===== src/hdl/m3i_pkg.sv =====
`timescale 1ns / 1ps
// ----------------------------------------------------------------------------
// m3i_pkg
// Shared constants and types for the 3x3 matrix inverse core.
// ----------------------------------------------------------------------------
package m3i_pkg;

    localparam int FRAC_BITS_DEF = 16;
    localparam int ELEM_W        = 32;
    localparam int COF_W         = 64;
    localparam int DET_W         = 98;
    localparam int NUM_EL        = 9;
    localparam int IDX_W         = 4;
    localparam int LAST_IDX      = 8;
    localparam int QBITS         = 33;
    localparam int QDEPTH        = 4;

    // cofactor j = m[COF_IDX[j][0]] * m[COF_IDX[j][1]] - m[COF_IDX[j][2]] * m[COF_IDX[j][3]]
    localparam logic [IDX_W-1:0] COF_IDX [NUM_EL][4] = '{
        '{4'd4, 4'd8, 4'd5, 4'd7},
        '{4'd7, 4'd2, 4'd8, 4'd1},
        '{4'd1, 4'd5, 4'd2, 4'd4},
        '{4'd5, 4'd6, 4'd3, 4'd8},
        '{4'd8, 4'd0, 4'd6, 4'd2},
        '{4'd2, 4'd3, 4'd0, 4'd5},
        '{4'd3, 4'd7, 4'd4, 4'd6},
        '{4'd6, 4'd1, 4'd7, 4'd0},
        '{4'd0, 4'd4, 4'd1, 4'd3}
    };

    typedef logic [NUM_EL-1:0][ELEM_W-1:0] t_mat;

    typedef struct packed {
        logic [NUM_EL-1:0][COF_W-1:0] cof;
        logic [DET_W-1:0]             det;
    } t_job;

    typedef struct packed {
        logic              valid;
        logic [IDX_W-1:0]  idx;
        logic              zero;
        logic              sat;
        logic [ELEM_W-1:0] value;
    } t_qres;

endpackage


===== src/hdl/m3i_queue.sv =====
`timescale 1ns / 1ps
// ----------------------------------------------------------------------------
// m3i_queue
// Small register queue of jobs between the front and back ends.
// ----------------------------------------------------------------------------
module m3i_queue (
    input  logic          i_clk,
    input  logic          i_rst_n,
    input  logic          i_push,
    input  m3i_pkg::t_job i_job,
    input  logic          i_pop,
    output logic          o_empty,
    output m3i_pkg::t_job o_job
);
    import m3i_pkg::*;

    localparam int PTR_W = $clog2(QDEPTH);
    localparam int CNT_W = $clog2(QDEPTH + 1);

    t_job             r_mem [QDEPTH];
    logic [PTR_W-1:0] r_wp, r_rp;
    logic [CNT_W-1:0] r_cnt;

    assign o_empty = (r_cnt == '0);
    assign o_job   = r_mem[r_rp];

    always_ff @(posedge i_clk) begin
        if (!i_rst_n) begin
            r_wp  <= '0;
            r_rp  <= '0;
            r_cnt <= '0;
        end else begin
            if (i_push) begin
                r_wp <= PTR_W'((CNT_W+1)'(r_wp) + 1'b1 == (CNT_W+1)'(QDEPTH) ? 0 : r_wp + 1'b1);
            end
            if (i_pop) begin
                r_rp <= PTR_W'((CNT_W+1)'(r_rp) + 1'b1 == (CNT_W+1)'(QDEPTH) ? 0 : r_rp + 1'b1);
            end
            if (i_push && !i_pop) begin
                r_cnt <= r_cnt + 1'b1;
            end else if (!i_push && i_pop) begin
                r_cnt <= r_cnt - 1'b1;
            end
        end
    end

    always_ff @(posedge i_clk) begin
        if (i_push) begin
            r_mem[r_wp] <= i_job;
        end
    end

endmodule


===== config.mk =====
export PLATFORM = sky130hd
export DESIGN_NAME = m3i_queue
export DESIGN_NICKNAME = d
export VERILOG_FILES = /design/src/hdl/m3i_pkg.sv /design/src/hdl/m3i_queue.sv
export SDC_FILE = /design/constraint.sdc
export NUM_CORES = 2
export LEC_CHECK = 0
export ABC_AREA = 0
export BUFFER_PORTS_ARGS = -buffer_cell sky130_fd_sc_hd__buf_4
export CAP_MARGIN = 20
export CORE_AREA = 2 2 524 526
export CTS_CLUSTER_DIAMETER = 200
export DETAILED_ROUTE_END_ITERATION = 10
export DIE_AREA = 0 0 526 528
export GPL_TIMING_DRIVEN = 0
export MAX_ROUTING_LAYER = met4
export PLACE_DENSITY_LB_ADDON = 0.15
export SYNTH_ARGS = -nofsm -noshare
export SYNTH_HDL_FRONTEND = slang
export SYNTH_SLANG_ARGS = --single-unit

===== constraint.sdc =====
create_clock -name i_clk -period 24.2 [get_ports i_clk]
set_clock_uncertainty 0.1 [all_clocks]
set_input_delay 2.42 -clock i_clk [delete_from_list [all_inputs] [get_ports i_clk]]
set_output_delay 2.42 -clock i_clk [all_outputs]
set_load 0.05 [all_outputs]

**After elaboration in Yosys (flattened, before gate mapping)**

Memory sizes are Yosys's and may differ from the RTL's. A register that Yosys moved wholly into a read port is not among the register bits.
Index checks and enable logic that the tools add are counted.

- Multiply operators: 0
- Order comparisons: 0
- Reduce and logical (&&, ||, !) cells: 6
- Div/mod/pow operators: 0
- Muxes and demuxes: 8
- Bitwise operators: 0
- Shift-type cells: 0
- Add/subtract/negate cells: 6
- Equality and inequality tests: 2

Operators with widths:

| kind | number |
|---|---|
| $mux W2 | 4 |
| $add A2 B1 Y3 const B | 2 |
| $eq A3 B3 Y1 const B | 2 |
| $mux W3 | 2 |
| $add A2 B1 Y2 const B | 2 |
| $add A3 B1 Y3 const B | 1 |
| $logic_not A3 Y1 | 1 |
| $sub A3 B1 Y3 const B | 1 |
| $logic_and A1 B1 Y1 | 2 |
| $logic_not A1 Y1 | 2 |
| $mux W1 | 2 |
| $reduce_bool A2 Y1 | 1 |

- Memory bits (read-only): 0
- Input port bits: 678
- Bits in writable memories: 2696
- Flip-flop bits (word level): 7
- Word-level logic and storage cells: 26
- Latch bits: 0
- Output and inout bits: 675
- Memories: 1

Memories:

| name | depth | width | read ports | clocked after memory_dff | write ports | RTL line | source |
|---|---|---|---|---|---|---|---|
| r_mem | 4 | 674 | 1 | 1 | 1 | m3i_queue.sv:20 | `t_job r_mem [QDEPTH];` |

**Depth between registers and ports, before layout**

- Word-level depth: 5
- Gate-level depth with buffers: 7
- Depth with buffers taken out: 7

**Worst setup path after synthesis**

Ideal clock, no wire load.

- Path kind: input-to-reg
- From: input i_push
- To: memory r_mem[0][0] (netlist name) (enable)
- Path buffers: 0
- Required time: 22.974 ns
- Setup time: 1.126 ns
- Data arrival time: 17.522 ns
- Cell stages on the path: 1
- Slack: 5.452 ns
- Cell sequence: and2_1

- Longest elaborated chain between the ends: 2

RTL lines:

| item | RTL line | source |
|---|---|---|
| start: declaration | m3i_queue.sv:9 | `input logic i_push,` |
| $mux W1 | m3i_queue.sv:48 | `if (i_push) begin` |
| $mux W1 (implied by the code) | m3i_queue.sv:49 | `r_mem[r_wp] <= i_job;` |
| end: declaration | m3i_queue.sv:20 |  |

Every way passes these cells.

==> flow_summary.ini <==
[outcome]
run_status = completed

[critical_path]
cpLargestDelayFamily = buffers and inverters
critPathCaptureType = output port
critPathArrivalTime_ns = 3.89
worstPathRequired_ns = 21.68
cpPeakStageDelay_ns = 0.89
path_buf_inv = 4
cp_common_cell = buf_2
worst-path-max-fanout = 10
slowest_stage = clkbuf_1
worst_setup_path_start_kind = flop
crit_chain = buf_2 > clkbuf_1 > buf_2 > mux4_2 > buf_4
critical_path_class = flop to output port

[detailed_routing]
wire_per_inst_um = 29.7
drt-initial-drc-count = 3045
wl_mm = 273
via_count = 45500
drc = 0
first_pass_iters = 7
ant_nets = 0
via_per_inst = 4.94

[floorplanning]
core_area_sq_mm = 0.272
die_area_sq_mm = 0.278
start_util_pct = 36.1
die_h_um = 528
die_x_um = 526
io_pins = 1353
rows = 192

[global_routing]
antenna_found_initial = 131
grt_overflow = 0
met2_usage_pct = 32.4
met1_usage_pct = 21.4
grt_usage_pct = 19.8
grt_max_degree = 54
grt_pass1_wl_mm = 375
grt_pass1_vias = 48000
top_usage_layer = met2
gr-usage-met3_pct = 9.32

[timing]
finalCriticalPeriod_ns = 6.41
drv_slew = 0
clock.fmax_ghz = 0.156
tightestPinTransition_ns = 1.13
min_period_over_period_pct = 26.5
rsz0062_at_grt = false
report.final.hold_viol_count = 0
setup_tns_ns = 0
fin_ws_ns = 17.79
setup_violations = 0
maxSlewHeadroom_pct = 24.8
whs_ns = 0.417

[synth]
syn_area_per_cell_sq_um = 27.6
synthTopCellsByArea = edfxtp_1 (82%), mux4_2 (15%), buf_12 (1.3%), buf_2 (0.35%), dfxtp_1 (0.18%)
synthCells = 3563
ys_types = 22
synth_ff_type = edfxtp_1
synth_seq_cells = 2705
synth-xor-area-share_pct = 0.0178
synth_top_family_by_area = multiplexers
synth_async_sr_flop_share_pct = 0
synthAdderAreaFrac_pct = 0.0967
synth_edf_count = 2696
yosys.area_share.simple_pct = 0.0839
synth_compound_area_share_pct = 0.0204
synthMuxAreaShare_pct = 15.5
synth_top_area_share_pct = 82.3
synth_nets = 4248
ys_seq_area_share_pct = 82.5
netlist_area_sq_mm = 0.0984
ys.warnings.count = 0
synth_area_leader_cell = edfxtp_1

[job]
maxCapViolations = 0

[clock_tree]
ctsRootBufferMaster = clkbuf_16
cts_hold_buf = 0
cts_buffers = 300
cts_sinks = 2705
clk-insertion-delay-late_ns = 0.86
cts_max_path_buffers = 4
post_cts.repair.setup_buffers = 0
cts_tree = done
clk_pin_slew_worst_paths_ns = 0.06
htreeDepth = 5
cts_resized = 0

[power]
cellPowerDensity_mw_per_mm2 = 91.9
peakVddDrop_v = 0.0000719
leakage_uw = 0.0414

[placement]
dpl_cell_area_sq_mm = 0.115
dp_cells = 8567
post-place-ws_ns = 18.48
place.gp.congestion = 0.772
numPortBuffers = 1352
place_hpwl_mm = 193

[final_layout]
final_area_sq_mm = 0.124
final_cell_count_no_fill = 9197
drive_gt1_share_pct = 47.8
area_growth_pct = 26.5
fin_nets = 5965

[min_path]
hp-class = flop to flop
## worst min-delay path: stages, from the launching register on
cell,delay [ns]
dfxtp_1,0.32
o21ai_0,0.07
a21boi_0,0.08
## registers in the layout (all words and copies together), names as in the netlist, named ones only
register,flops
r_mem,2696
r_cnt,3
r_rp,2
r_wp,2
## logic make-up (layout without fill, tap and decap cells)
group	Yosys count	count (layout)
buffers and inverters	154	2103
adders and majority gates	7	7
other	0	96
xor gates and xnor gates	2	2
DFF	2705	2705
muxes	678	678
AOI/OAI and AO/OA	3	3
and+or+nand+nor	14	14
## cells in the mapped netlist (all sizes together), types with 2 or more instances
library cell	n
mux2i	4
ha	6
inv	4
mux4	674
buf	143
dfxtp	9
edfxtp	2696
nor3	2
and2	5
clkbuf	7
nor2b	5
## cell type report
class / instances / area (sq um)
Clock buffer: 383 / 7930
Antenna cell: 96 / 240
Multi-Input combinational cell: 704 / 15400
Timing Repair Buffer: 1415 / 11800
Clock inverter: 151 / 1570
Buffer: 150 / 1790
Tap cell: 3589 / 4490
Fill cell: 22900 / 148000
Sequential cell: 2705 / 81100
Inverter: 4 / 15.0
## worst paths after layout
check | start | end | slack (ns) | cells past startpoint
setup reg to reg | r_wp[0]$_SDFFE_PN0P_ | r_mem[0][61]$_DFFE_PP_ | 20.87 | 8
setup / recovery | flop | o_job[278] | 17.79 | 5
hold reg to reg | r_cnt[2]$_SDFFE_PN0P_ | r_cnt[2]$_SDFFE_PN0P_ | 0.42 | 2
hold / removal | r_cnt[2]$_SDFFE_PN0P_ | r_cnt[2]$_SDFFE_PN0P_ | 0.42 | 2
## per-stage QoR
| stage | power (uW) | utilization, % |
|---|---|---|
| final | 11400 | 45.7 |
| after global routing | 11800 | 45.7 |
| after CTS | 11600 | 45.6 |
| after detailed placement | 7150 | 42.1 |
| after global placement | 7410 | 41.5 |
| after floorplan | 6640 | - |
## per-layer routing
layer	vias to the layer above	routed length, um
li1	19300	-
met1	24100	97000
met2	1689	137000
met3	419	31200
met4	0	7360
met5	-	0
## cell usage in the layout (no fill, tap or decap), drive strengths merged, types with 2 or more instances in the layout
master / synthesis / routed
edfxtp: 2696 / 2696
buf: 143 / 1558
mux4: 674 / 674
clkbuf: 7 / 390
clkinv: 0 / 109
diode: 0 / 96
inv: 4 / 21
bufinv: 0 / 19
dfxtp: 9 / 9
ha: 6 / 6
clkinvlp: 0 / 6
nor2b: 5 / 5
and2: 5 / 5
mux2i: 4 / 4
nor3: 2 / 2
## power breakdown
| group | internal (uW) | switching [uW] |
|---|---|---|
| registers | 5380 | 37.8 |
| logic | 542 | 1070 |
| clock network | 2540 | 1870 |
| total | 8460 | 2970 |
No activity file was read; power rests on OpenSTA's default activity.
